--- config.mk ---
export PLATFORM = sky130hd
export DESIGN_NAME = transition_list_text_parser_unit
export DESIGN_NICKNAME = d
export VERILOG_FILES = /design/src/sv/tlp_pkg.sv /design/src/sv/tlp_front.sv /design/src/sv/tlp_queue.sv /design/src/sv/tlp_back.sv /design/src/sv/transition_list_text_parser_unit.sv
export SDC_FILE = /design/constraint.sdc
export NUM_CORES = 1
export LEC_CHECK = 0
export BUFFER_PORTS_ARGS = -buffer_cell sky130_fd_sc_hd__buf_2
export CORE_MARGIN = 2
export CORE_UTILIZATION = 38
export DETAILED_ROUTE_END_ITERATION = 8
export PLACE_DENSITY = 0.61
export SLEW_MARGIN = 20
export SYNTH_ARGS = -nofsm -noshare
export SYNTH_HDL_FRONTEND = slang
export SYNTH_SLANG_ARGS = --single-unit
--- constraint.sdc ---
create_clock -name clk -period 10.1 [get_ports clk]
set_input_delay 1.515 -clock clk [delete_from_list [all_inputs] [get_ports clk]]
set_output_delay 1.515 -clock clk [all_outputs]
set_load 0.01 [all_outputs]
--- src/sv/tlp_pkg.sv ---
// Shared types and constants for the transition list text parser.
package tlp_pkg;

	// Character and result widths
	localparam int CHAR_W      = 8;
	localparam int NODE_OUT_W  = 16;
	localparam int STATUS_W    = 2;

	// Condition store shared by the front count and the back buffer
	localparam int STORE_DEPTH = 16;
	localparam int IDX_W       = 4;
	localparam int CNT_W       = 5;

	// Command queue between front and back
	localparam int Q_DEPTH     = 4;
	localparam int Q_AW        = 2;

	// Result status codes
	localparam logic [STATUS_W-1:0] ST_RECORD   = 2'd0;
	localparam logic [STATUS_W-1:0] ST_BAD_CHAR = 2'd1;
	localparam logic [STATUS_W-1:0] ST_OVERFLOW = 2'd2;

	// Character codes the lexer tests for
	localparam logic [CHAR_W-1:0] CH_TAB    = 8'h09;
	localparam logic [CHAR_W-1:0] CH_NL     = 8'h0A;
	localparam logic [CHAR_W-1:0] CH_SPACE  = 8'h20;
	localparam logic [CHAR_W-1:0] CH_HASH   = 8'h23;
	localparam logic [CHAR_W-1:0] CH_QUOTE  = 8'h27;
	localparam logic [CHAR_W-1:0] CH_COMMA  = 8'h2C;
	localparam logic [CHAR_W-1:0] CH_DASH   = 8'h2D;
	localparam logic [CHAR_W-1:0] CH_ZERO   = 8'h30;
	localparam logic [CHAR_W-1:0] CH_NINE   = 8'h39;
	localparam logic [CHAR_W-1:0] CH_SEMI   = 8'h3B;
	localparam logic [CHAR_W-1:0] CH_TXT_LO = 8'h20;
	localparam logic [CHAR_W-1:0] CH_TXT_HI = 8'h7E;
	localparam logic [CHAR_W-1:0] CH_LBRACE = 8'h7B;
	localparam logic [CHAR_W-1:0] CH_RBRACE = 8'h7D;

	// Command kinds sent from front to back
	typedef enum logic [1:0] {
		CMD_COND = 2'd0,
		CMD_END  = 2'd1,
		CMD_ERR  = 2'd2
	} cmd_kind_t;

	typedef struct packed {
		cmd_kind_t               kind;
		logic [STATUS_W-1:0]     status;
		logic [CHAR_W-1:0]       cond;
		logic [NODE_OUT_W-1:0]   src;
		logic [NODE_OUT_W-1:0]   dest;
	} cmd_t;

endpackage

--- src/sv/tlp_front.sv ---
// Lexer front end: classifies characters, accumulates numbers, issues commands.
module tlp_front #(
	parameter int MAX_CONDS = 16,
	parameter int NODE_BITS = 16
) (
	input  logic                  clk,
	input  logic                  arst_n,
	input  logic                  char_valid,
	output logic                  char_ready,
	input  logic [7:0]            char_code,
	input  logic                  q_full,
	output logic                  q_push,
	output tlp_pkg::cmd_t         q_cmd
);
	import tlp_pkg::*;

	localparam int CAP = (MAX_CONDS < STORE_DEPTH) ? MAX_CONDS : STORE_DEPTH;

	typedef enum logic [13:0] {
		S_LINE   = 14'h0001,
		S_SRC    = 14'h0002,
		S_DASH1  = 14'h0004,
		S_QOPEN  = 14'h0008,
		S_QCHAR  = 14'h0010,
		S_QCLOSE = 14'h0020,
		S_COMMA  = 14'h0040,
		S_CODE   = 14'h0080,
		S_DASH2  = 14'h0100,
		S_DST    = 14'h0200,
		S_SEMI   = 14'h0400,
		S_TAIL   = 14'h0800,
		S_CMT    = 14'h1000,
		S_ERR    = 14'h2000
	} lex_state_t;

	function automatic logic is_digit(input logic [CHAR_W-1:0] c);
		return (c >= CH_ZERO) && (c <= CH_NINE);
	endfunction

	function automatic logic is_text(input logic [CHAR_W-1:0] c);
		return (c >= CH_TXT_LO) && (c <= CH_TXT_HI) && !((c >= CH_LBRACE) && (c <= CH_RBRACE));
	endfunction

	function automatic lex_state_t next_state(input lex_state_t s, input logic [CHAR_W-1:0] c);
		lex_state_t n;
		n = S_ERR;
		unique case (s)
			S_LINE: begin
				if (c == CH_SPACE || c == CH_TAB || c == CH_NL) n = S_LINE;
				else if (is_digit(c)) n = S_SRC;
				else if (c == CH_HASH) n = S_CMT;
			end
			S_SRC: begin
				if (is_digit(c)) n = S_SRC;
				else if (c == CH_DASH) n = S_DASH1;
			end
			S_DASH1, S_COMMA: begin
				if (c == CH_QUOTE) n = S_QOPEN;
				else if (is_digit(c)) n = S_CODE;
			end
			S_QOPEN: begin
				if (is_text(c)) n = S_QCHAR;
			end
			S_QCHAR: begin
				if (c == CH_QUOTE) n = S_QCLOSE;
			end
			S_QCLOSE: begin
				if (c == CH_COMMA) n = S_COMMA;
				else if (c == CH_DASH) n = S_DASH2;
			end
			S_CODE: begin
				if (c == CH_COMMA) n = S_COMMA;
				else if (is_digit(c)) n = S_CODE;
				else if (c == CH_DASH) n = S_DASH2;
			end
			S_DASH2: begin
				if (is_digit(c)) n = S_DST;
			end
			S_DST: begin
				if (is_digit(c)) n = S_DST;
				else if (c == CH_SEMI) n = S_SEMI;
			end
			S_SEMI, S_TAIL: begin
				if (c == CH_NL) n = S_LINE;
				else if (c == CH_SPACE || c == CH_TAB) n = S_TAIL;
				else if (c == CH_HASH) n = S_CMT;
			end
			S_CMT: begin
				if (c == CH_NL) n = S_LINE;
				else if (is_text(c)) n = S_CMT;
			end
			default: n = S_ERR;
		endcase
		return n;
	endfunction

	lex_state_t             state_q;
	lex_state_t             nxt;
	logic [NODE_BITS-1:0]   src_q;
	logic [NODE_BITS-1:0]   dst_q;
	logic [CHAR_W-1:0]      cur_q;
	logic [CNT_W-1:0]       cnt_q;
	logic [NODE_BITS-1:0]   src_nxt;
	logic [NODE_BITS-1:0]   dst_nxt;
	logic [CHAR_W-1:0]      cur_nxt;
	logic [NODE_BITS+NODE_OUT_W-1:0] src_ext;
	logic [NODE_BITS+NODE_OUT_W-1:0] dst_ext;
	logic                   take;
	logic                   is_err;
	logic                   full_conds;

	assign is_err     = (state_q == S_ERR);
	assign char_ready = is_err || !q_full;
	assign take       = char_valid && char_ready && !is_err;
	assign nxt        = next_state(state_q, char_code);
	assign full_conds = (cnt_q >= CNT_W'(CAP));

	// Multiply by ten as two shifts and an add, then add the digit
	assign src_nxt = {src_q[NODE_BITS-4:0], 3'b000} + {src_q[NODE_BITS-2:0], 1'b0}
		+ NODE_BITS'(char_code[3:0]);
	assign dst_nxt = {dst_q[NODE_BITS-4:0], 3'b000} + {dst_q[NODE_BITS-2:0], 1'b0}
		+ NODE_BITS'(char_code[3:0]);
	assign cur_nxt = {cur_q[4:0], 3'b000} + {cur_q[6:0], 1'b0} + CHAR_W'(char_code[3:0]);

	assign src_ext = {{NODE_OUT_W{1'b0}}, src_q};
	assign dst_ext = {{NODE_OUT_W{1'b0}}, dst_q};

	// Build the command for this character
	always_comb begin
		q_push       = 1'b0;
		q_cmd.kind   = CMD_COND;
		q_cmd.status = ST_RECORD;
		q_cmd.cond   = cur_q;
		q_cmd.src    = src_ext[NODE_OUT_W-1:0];
		q_cmd.dest   = dst_ext[NODE_OUT_W-1:0];
		if (take) begin
			if (nxt == S_ERR) begin
				q_push       = 1'b1;
				q_cmd.kind   = CMD_ERR;
				q_cmd.status = ST_BAD_CHAR;
			end else if (nxt == S_COMMA || nxt == S_DASH2) begin
				q_push = 1'b1;
				if (full_conds) begin
					q_cmd.kind   = CMD_ERR;
					q_cmd.status = ST_OVERFLOW;
				end
			end else if (nxt == S_SEMI) begin
				q_push     = 1'b1;
				q_cmd.kind = CMD_END;
			end
		end
	end

	// Advance lexer state
	always_ff @(posedge clk or negedge arst_n) begin
		if (!arst_n) begin
			state_q <= S_LINE;
			src_q   <= '0;
			dst_q   <= '0;
			cur_q   <= '0;
			cnt_q   <= '0;
		end else if (take) begin
			state_q <= nxt;
			if (nxt == S_SRC) src_q <= src_nxt;
			if (nxt == S_QCHAR) cur_q <= char_code;
			if (nxt == S_CODE) cur_q <= cur_nxt;
			if (nxt == S_DST) dst_q <= dst_nxt;
			if (nxt == S_COMMA || nxt == S_DASH2) begin
				if (full_conds) begin
					state_q <= S_ERR;
				end else begin
					cnt_q <= cnt_q + 1'b1;
					if (nxt == S_COMMA) cur_q <= '0;
				end
			end
			if (nxt == S_SEMI) begin
				src_q <= '0;
				dst_q <= '0;
				cur_q <= '0;
				cnt_q <= '0;
			end
		end
	end

endmodule

--- src/sv/tlp_queue.sv ---
// Short command queue between the lexer front and the record back end.
module tlp_queue (
	input  logic           clk,
	input  logic           arst_n,
	input  logic           push,
	input  tlp_pkg::cmd_t  push_cmd,
	output logic           full,
	input  logic           pop,
	output logic           not_empty,
	output tlp_pkg::cmd_t  head
);
	import tlp_pkg::*;

	cmd_t            mem_q [Q_DEPTH];
	logic [Q_AW:0]   wr_q;
	logic [Q_AW:0]   rd_q;

	assign full      = (wr_q[Q_AW] != rd_q[Q_AW]) && (wr_q[Q_AW-1:0] == rd_q[Q_AW-1:0]);
	assign not_empty = (wr_q != rd_q);
	assign head      = mem_q[rd_q[Q_AW-1:0]];

	// Hold entries
	always_ff @(posedge clk) begin
		if (push && !full) mem_q[wr_q[Q_AW-1:0]] <= push_cmd;
	end

	// Advance pointers
	always_ff @(posedge clk or negedge arst_n) begin
		if (!arst_n) begin
			wr_q <= '0;
			rd_q <= '0;
		end else begin
			if (push && !full) wr_q <= wr_q + 1'b1;
			if (pop && not_empty) rd_q <= rd_q + 1'b1;
		end
	end

endmodule

--- src/sv/tlp_back.sv ---
// Record back end: buffers conditions and emits one record per condition, or one error record.
module tlp_back (
	input  logic                       clk,
	input  logic                       arst_n,
	input  logic                       q_valid,
	input  tlp_pkg::cmd_t              q_head,
	output logic                       q_pop,
	output logic                       rec_valid,
	input  logic                       rec_ready,
	output logic [1:0]                 status,
	output logic [15:0]                source_node,
	output logic [7:0]                 condition_byte,
	output logic [15:0]                target_node,
	output logic                       last
);
	import tlp_pkg::*;

	typedef enum logic [1:0] {
		B_IDLE = 2'b01,
		B_EMIT = 2'b10
	} back_state_t;

	back_state_t             state_q;
	logic [CHAR_W-1:0]       store_q [STORE_DEPTH];
	logic [CNT_W-1:0]        wr_q;
	logic [CNT_W-1:0]        num_q;
	logic [CNT_W-1:0]        k_q;
	logic [NODE_OUT_W-1:0]   src_q;
	logic [NODE_OUT_W-1:0]   dst_q;
	logic                    out_valid_q;
	logic                    slot_free;
	logic                    load_err;
	logic                    load_rec;
	logic                    rec_last;

	assign slot_free = !out_valid_q || rec_ready;
	assign rec_valid = out_valid_q;
	assign rec_last  = ((k_q + 1'b1) == num_q);
	assign load_err  = (state_q == B_IDLE) && q_valid && (q_head.kind == CMD_ERR) && slot_free;
	assign load_rec  = (state_q == B_EMIT) && slot_free;

	// While idle, drop conditions and line ends at once; drop errors once the output slot is free
	always_comb begin
		q_pop = 1'b0;
		if (state_q == B_IDLE && q_valid) begin
			case (q_head.kind)
				CMD_ERR: q_pop = slot_free;
				default: q_pop = 1'b1;
			endcase
		end
	end

	// Hold condition bytes of the current line
	always_ff @(posedge clk) begin
		if (state_q == B_IDLE && q_valid && q_head.kind == CMD_COND)
			store_q[wr_q[IDX_W-1:0]] <= q_head.cond;
	end

	// Sequence line ends into record runs
	always_ff @(posedge clk or negedge arst_n) begin
		if (!arst_n) begin
			state_q <= B_IDLE;
			wr_q    <= '0;
			num_q   <= '0;
			k_q     <= '0;
		end else begin
			unique case (state_q)
				B_IDLE: begin
					if (q_valid && q_head.kind == CMD_COND) begin
						wr_q <= wr_q + 1'b1;
					end else if (q_valid && q_head.kind == CMD_END) begin
						num_q   <= wr_q;
						wr_q    <= '0;
						k_q     <= '0;
						state_q <= B_EMIT;
					end
				end
				B_EMIT: begin
					if (slot_free) begin
						k_q <= k_q + 1'b1;
						if (rec_last) state_q <= B_IDLE;
					end
				end
				default: state_q <= B_IDLE;
			endcase
		end
	end

	// Latch node numbers at line end
	always_ff @(posedge clk) begin
		if (state_q == B_IDLE && q_valid && q_head.kind == CMD_END) begin
			src_q <= q_head.src;
			dst_q <= q_head.dest;
		end
	end

	// Output register valid
	always_ff @(posedge clk or negedge arst_n) begin
		if (!arst_n) begin
			out_valid_q <= 1'b0;
		end else if (load_err || load_rec) begin
			out_valid_q <= 1'b1;
		end else if (rec_ready) begin
			out_valid_q <= 1'b0;
		end
	end

	// Output register payload
	always_ff @(posedge clk) begin
		if (load_err) begin
			status         <= q_head.status;
			source_node    <= '0;
			condition_byte <= '0;
			target_node    <= '0;
			last           <= 1'b1;
		end else if (load_rec) begin
			status         <= ST_RECORD;
			source_node    <= src_q;
			condition_byte <= store_q[k_q[IDX_W-1:0]];
			target_node    <= dst_q;
			last           <= rec_last;
		end
	end

endmodule

--- src/sv/transition_list_text_parser_unit.sv ---
// Top level of the transition list text parser: front lexer, command queue, record back end.
//
//  channel  dir  handshake              payload
//  char     in   char_valid/char_ready  char_code[7:0]
//  rec      out  rec_valid/rec_ready    status, source_node, condition_byte, target_node, last
//
// The front takes one character per cycle while the four-entry command queue has room.
// A line with N conditions leaves the back end as N records, one per cycle while rec_ready is high,
// after the ';' command reaches the head of the queue; between record runs the back end drains the
// queue one command a cycle, errors once the output slot is free; it pops nothing during a run.
// Reset (arst_n low) returns the lexer to line start and empties the queue and output.
// After an error the front takes and drops every character until reset.
// A stalled rec channel fills the queue, then holds char_ready low unless the front is in error.
module transition_list_text_parser_unit #(
	parameter int MAX_CONDS = 16,
	parameter int NODE_BITS = 16
) (
	input  logic        clk,
	input  logic        arst_n,
	input  logic        char_valid,
	output logic        char_ready,
	input  logic [7:0]  char_code,
	output logic        rec_valid,
	input  logic        rec_ready,
	output logic [1:0]  status,
	output logic [15:0] source_node,
	output logic [7:0]  condition_byte,
	output logic [15:0] target_node,
	output logic        last
);
	import tlp_pkg::*;

	logic  q_full;
	logic  q_push;
	cmd_t  q_cmd;
	logic  q_pop;
	logic  q_valid;
	cmd_t  q_head;

	tlp_front #(
		.MAX_CONDS (MAX_CONDS),
		.NODE_BITS (NODE_BITS)
	) u_front (
		.clk        (clk),
		.arst_n     (arst_n),
		.char_valid (char_valid),
		.char_ready (char_ready),
		.char_code  (char_code),
		.q_full     (q_full),
		.q_push     (q_push),
		.q_cmd      (q_cmd)
	);

	tlp_queue u_queue (
		.clk       (clk),
		.arst_n    (arst_n),
		.push      (q_push),
		.push_cmd  (q_cmd),
		.full      (q_full),
		.pop       (q_pop),
		.not_empty (q_valid),
		.head      (q_head)
	);

	tlp_back u_back (
		.clk            (clk),
		.arst_n         (arst_n),
		.q_valid        (q_valid),
		.q_head         (q_head),
		.q_pop          (q_pop),
		.rec_valid      (rec_valid),
		.rec_ready      (rec_ready),
		.status         (status),
		.source_node    (source_node),
		.condition_byte (condition_byte),
		.target_node    (target_node),
		.last           (last)
	);

endmodule
# After elaboration in Yosys (flattened, before gate mapping)
# Memory sizes are Yosys's and may differ from the RTL's. A register that Yosys moved wholly into a read port is not among the register bits.
# Cells that the tools add are included.
word_totals:
  inputBits: 12
  out_inout_bits: 45
  ff_bits: 150
  elab_cells: 192
  mem_bits_rw: 304
  memories: 2
classes:
  n_mux: 66
  eq_ne: 43
  add_sub_neg: 11
  bitwise: 1
  n_reduce_logical: 44
  magnitude_cmp: 7
memory_table:
  columns: ["memory", "words", "width", "rd", "rd_clocked_by_memory_dff", "wr", "line", "rtl"]
  rows:
  - ["u_queue.mem_q", 4, 44, 1, 0, 1, "tlp_queue.sv:14", "cmd_t mem_q [Q_DEPTH];"]
  - ["u_back.store_q", 16, 8, 1, 1, 1, "tlp_back.sv:24", "logic [CHAR_W-1:0] store_q [STORE_DEPTH];"]
ops:
  columns: ["op", "n"]
  rows:
  - ["14-bit 2-to-1 mux", 22]
  - ["14-bit one-hot mux with 11 select lines", 1]
  - ["16-bit 2-to-1 mux", 4]
  - ["8-bit by 6-bit == test with 1-bit output (second input constant)", 6]
  - ["8-bit 2-to-1 mux", 6]
  - ["5-bit 2-to-1 mux", 7]
  - ["16-bit adder", 2]
  - ["16-bit by 4-bit adder with 16-bit output", 2]
  - ["14-bit by 10-bit == test with 1-bit output (second input constant)", 2]
  - ["14-bit by 11-bit == test with 1-bit output (second input constant)", 2]
  - ["14-bit == test (second input constant)", 2]
  - ["14-bit by 2-bit == test with 1-bit output (second input constant)", 2]
  - ["14-bit by 5-bit == test with 1-bit output (second input constant)", 2]
  - ["14-bit by 7-bit == test with 1-bit output (second input constant)", 2]
  - ["14-bit by 8-bit == test with 1-bit output (second input constant)", 2]
  - ["14-bit by 9-bit == test with 1-bit output (second input constant)", 2]
  - ["1-bit logical AND", 17]
  - ["8-bit by 4-bit == test with 1-bit output (second input constant)", 2]
  - ["8-bit by 6-bit >= comparator with 1-bit output (second input constant)", 2]
  - ["8-bit by 7-bit less-or-equal comparator with 1-bit output (second input constant)", 2]
  - ["2-bit 2-to-1 mux", 8]
  - ["5-bit by 1-bit adder with 5-bit output (second input constant)", 3]
  - ["14-bit by 1-bit == test with 1-bit output (second input constant)", 1]
  - ["14-bit by 12-bit == test with 1-bit output (second input constant)", 1]
  - ["31 further kinds", 70]

# Longest topological paths before layout
logic_depth:
  word_depth: 15
  depth_mapped: 11

# Cells and area by module
# Synthesis repeated with hierarchy kept, for this count alone.
hier_totals:
  hier_cells: 1360
  hier_area_um2: 20248.2
modules_own_cells:
  columns: ["mod", "seq_area_each_um2", "area_each_um2", "n_inst", "cells_per_inst"]
  rows:
  - ["tlp_back", 6137.1, 8299.2, 1, 485]
  - ["tlp_queue", 5435.2, 6802.8, 1, 278]
  - ["tlp_front", 1477.7, 5146.2, 1, 597]

# Least setup slack after synthesis
# OpenSTA, ideal clock, no wires.
synth_timing:
  kind: "input to register"
  from: "input port char_code[4]"
  to: "memory u_queue.mem_q[3][0] (netlist bit), enable pin"
  cell_stages: 6
  arrival_ps: 5019
  setup_time_ps: 463
  path_slack_ps: 4618
  n_path_buf: 1
  t_required_ps: 9637
  cell_sequence: "or4b_1 -> clkbuf_1 -> or3_1 -> nor2_1 -> nor2_1 -> a21oi_1"
synth_via:
  elab_chain_cells: 15
synth_rtl:
  columns: ["element", "line", "rtl"]
  rows:
  - ["start: declaration", "transition_list_text_parser_unit.sv:22", "input logic [7:0] char_code,"]
  - ["8-bit by 7-bit >= comparator with 1-bit output or 8-bit by 7-bit less-or-equal comparator with 1-bit output (tied branches)", "tlp_front.sv:41", "return (c >= CH_TXT_LO) && (c <= CH_TXT_HI) && !((c >= CH_LBRACE) && (c <= CH_RBRACE));"]
  - ["1-bit logical AND", "tlp_front.sv:41", null]
  - ["1-bit zero test", "tlp_front.sv:41", null]
  - ["1-bit logical AND", "tlp_front.sv:41", null]
  - ["14-bit 2-to-1 mux", "tlp_front.sv:90", "else if (is_text(c)) n = S_CMT;"]
  - ["14-bit 2-to-1 mux", "tlp_front.sv:89", "if (c == CH_NL) n = S_LINE;"]
  - ["14-bit one-hot mux with 11 select lines (*)", "tlp_front.sv:47", "unique case (s)"]
  - ["14-bit by 11-bit == test with 1-bit output (tied with other cells)", "tlp_front.sv:147", "end else if (nxt == S_SEMI) begin"]
  - ["1-bit 2-to-1 mux or 1-bit logical OR (tied branches)", "tlp_front.sv:147, tlp_front.sv:141", null]
  - ["1-bit 2-to-1 mux", "tlp_front.sv:141", "end else if (nxt == S_COMMA || nxt == S_DASH2) begin"]
  - ["1-bit 2-to-1 mux (*)", "tlp_front.sv:137", "if (nxt == S_ERR) begin"]
  - ["1-bit 2-to-1 mux (*)", "tlp_front.sv:136", "if (take) begin"]
  - ["1-bit logical AND (*)", "tlp_queue.sv:24", "if (push && !full) mem_q[wr_q[Q_AW-1:0]] <= push_cmd;"]
  - ["1-bit 2-to-1 mux (*)", "tlp_queue.sv:24", null]
  - ["1-bit 2-to-1 mux (implied by the code) (*)", "tlp_queue.sv:24", null]
  - ["end: declaration", "tlp_queue.sv:14", null]
# Mark *: on every way between the ends. The rest lies on a longest branch, timed or not.

# Final worst setup path
layout_timing:
  from: "input port char_code[4]"
  to: "memory u_queue.mem_q[0][21] (netlist bit), enable pin"
# The elaborated chain is that of the path after synthesis.

==> impl_metrics.env <==
export IMPL_status="finished clean"
export IMPL_min_from="u_back.dst_q[12]"
export IMPL_via_count=11100
export IMPL_worstSetupPathType="primary input to flip-flop"
export IMPL_grtUsageTotal_pct=14.6
export IMPL_post_route_period_util_pct=45.3
export IMPL_die_area_um2=54400
export IMPL_area_growth_pct=13.0
export IMPL_drv_cap=0
export IMPL_yosysMostFrequentCell="edfxtp_1"
export IMPL_fmax_mhz=219
export IMPL_cts_setup_buffers=0
export IMPL_max_stage_delay_ns=0.74
export IMPL_io_pins=57
export IMPL_wl_per_cell_um=18.5
export IMPL_startpoint_type="primary input"
export IMPL_ys_flop_type="edfxtp_1"
export IMPL_total_power_uw=5560
export IMPL_core_area_um2=52200
export IMPL_synth_edf_count=338
export IMPL_drv_slew=0
export IMPL_slew_headroom_pct=30.8
export IMPL_crit_buf_inv=2
export IMPL_async_flop_share_pct=18.0
export IMPL_gp_congestion=0.873
export IMPL_arrival_ns=4.81
export IMPL_grt_max_degree=76
export IMPL_ys_ff_latch=462
export IMPL_clk_pin_slew_worst_paths_ns=0.06
export IMPL_syn_inst=1336
export IMPL_viasPerCell=5.26
export IMPL_cts_made_buffers=46
export IMPL_max_clock_path_buffers=3
export IMPL_gr_total_overflow=0
export IMPL_initial_core_util_pct=38.3
export IMPL_clockRootBuffer="clkbuf_16"
export IMPL_antenna_found_initial=3
export IMPL_post_synth_top_area_fraction_pct=50.8
export IMPL_clock_power_share_pct=31.5
export IMPL_min_period_ns=4.57
export IMPL_htree_levels=2
export IMPL_first_pass_iters=5
export IMPL_die_h_um=233
export IMPL_post_cts_resized=0
export IMPL_drc_errors=0
export IMPL_hold_violations=0
export IMPL_critPathSlowestCell="nor4_1"
export IMPL_cts_hold_buffers=0
export IMPL_drt_initial_drc_count=857
export IMPL_rsz0062_at_grt="no"
export IMPL_wl_um=39000
export IMPL_clock_skew_final_ns=0.0317
export IMPL_power_frac_comb_pct=21.6
export IMPL_synth_top_cells_by_count="edfxtp_1, nand2_1, mux4_2, dfrtp_1, ha_1"
export IMPL_cts_sinks=462
export IMPL_power_leakage_uw=0.00846
export IMPL_crit_path_max_fanout=44
export IMPL_netlist_area_um2=20000
export IMPL_fin_nets=1480
export IMPL_path_cells="buf_2, or4b_1, or4_1, nand2b_1, o221ai_1, nor4_1, a21oi_1, and2_2, buf_4"
export IMPL_cts_tree="yes"
export IMPL_setup_viol=0
export IMPL_yosysWarningCount=0
export IMPL_reg2reg_from="u_front.state_q[5]"
export IMPL_reg2reg_slack_ns=5.89
export IMPL_hp_class="flip-flop to flip-flop"
export IMPL_power_internal_uw=3960
export IMPL_insertion_delay_ns=0.58
export IMPL_syn_nets=1428
export IMPL_switching_share_pct=28.6
export IMPL_synth_seq_area_share_pct=65.3
export IMPL_p_per_area_nw_per_um2=246
export IMPL_grt_first_pass_wirelength_um=62000
export IMPL_dp_hpwl_um=25200
export IMPL_utilization_pct=43.2
export IMPL_critPathRequiredTime_ns=10.33
export IMPL_fillers=4579
export IMPL_power_frac_seq_pct=46.9
export IMPL_num_rows=84
export IMPL_tightest_slew_ns=1.04
export IMPL_ant_nets=0
export IMPL_path_delay_family="simple AND/OR/NAND/NOR gates"
export IMPL_cp_depth=9
export IMPL_layout_drive_gt1_share_pct=18.2
export IMPL_r2r_end="u_queue.mem_q[1][28]"
export IMPL_grt_pass1_vias=11000
export IMPL_die_x_um=233
export IMPL_tns_ns=0
export IMPL_irDropWorstVdd_v=0.000141
export IMPL_reg2regPathDepth=8
export IMPL_p_sw_uw=1590
export IMPL_synth_avg_cell_area_um2=15.0
export IMPL_yosys_area_top_type="edfxtp_1"
export IMPL_critPathLaunch="char_code[4]"
export IMPL_synth_area_leaders="edfxtp_1, dfrtp_1, mux4_2"
export IMPL_endpoint="u_queue.mem_q[0][21]"
export IMPL_ys_types=77
export IMPL_portBuffers=56
export IMPL_endpoint_kind="flip-flop"
-- placed cells by master, fill, tap and decap left out, drive strengths merged, types with 41 or more instances in the layout --
master,Yosys,final
a21oi,49,49
buf,12,70
nand2,135,135
o21ai,83,83
nand3,50,50
edfxtp,338,338
dfrtp,81,81
clkbuf,54,57
mux4,84,84
ha,74,74
dfxtp,41,41
-- tightest hold or removal path, stage by stage, from the launching register on --
cell      delay [ns]
edfxtp_1        0.32
nand2_1         0.05
o21ai_0         0.05
-- per-layer routing --
metal  wire (um)  vias up  track usage [%]
li1            -     5226                -
met1       18300     5589             20.7
met2       18300      253             23.3
met3        1700       60             2.61
met4         742        4             3.68
met5          24        -                0
-- power groups by stage --
stage	clock network, uW	registers (uW)	logic, uW
floorplan	0	2610	836
global placement	0	2640	1190
detailed placement	0	2650	1220
CTS	1790	2610	1220
global route	1870	2640	1330
finish	1750	2610	1200
-- per-stage QoR --
step,cells,worst slack [ns],hold slack [ns],area (um2)
6_report,2115,5.53,0.448,22600
5_1_grt,2115,5.31,0.471,22600
4_1_cts,2114,5.59,0.453,22600
3_5_place_dp,2028,5.00,0.437,21000
3_3_place_gp,2028,5.08,0.429,21000
2_1_floorplan,1336,4.62,0.418,20000
-- sequential cells by signal, summed over array words and instances (netlist names) --
name                   flops
u_back.last                1
u_back.source_node        16
u_back.k_q                 5
u_back.state_q             2
u_back.condition_byte      8
u_back.store_q           128
u_queue.wr_q               3
u_queue.mem_q            176
u_back.num_q               5
u_front.state_q           14
u_back.src_q              16
u_back.dst_q              16
u_queue.rd_q               3
u_back.status              2
u_back.rec_valid           1
u_front.dst_q             16
u_front.src_q             16
u_back.target_node        16
u_front.cur_q              8
u_front.cnt_q              5
u_back.wr_q                5
-- cells by family after synthesis --
| logic type | share of synthesized area (%) |
|---|---|
| multiplexers | 10.4 |
| flip-flops | 65.3 |
| buffers and inverters | 1.99 |
| AND/OR/NAND/NOR | 8.75 |
| XOR/XNOR | 2.24 |
| adder cells (fa/ha/maj) | 5.23 |
| AO/OA/AOI/OAI | 6.12 |
-- worst min-delay path by stage --
| stage | to | slack, ns | cells after the start |
|---|---|---|---|
| finish | u_back.target_node[12] | 0.45 | 2 |
| global route | u_back.source_node[11] | 0.47 | 2 |
| CTS | u_back.target_node[12] | 0.45 | 2 |
| detailed placement | u_back.target_node[12] | 0.44 | 2 |
| global placement | u_back.target_node[9] | 0.43 | 2 |
| floorplan | u_back.source_node[15] | 0.42 | 2 |
-- area by class of cell --
cell class	instances	area [um2]	area share (%)
Clock buffer	57	1240	5.51
Clock inverter	29	334	1.48
Sequential cell	462	13100	57.8
Timing Repair Buffer	70	392	1.73
Tap cell	688	861	3.81
Antenna cell	1	2.50	0.0111
Inverter	36	135	0.598
Multi-Input combinational cell	772	6560	29.1
Power figures use the tool's default switching activity.
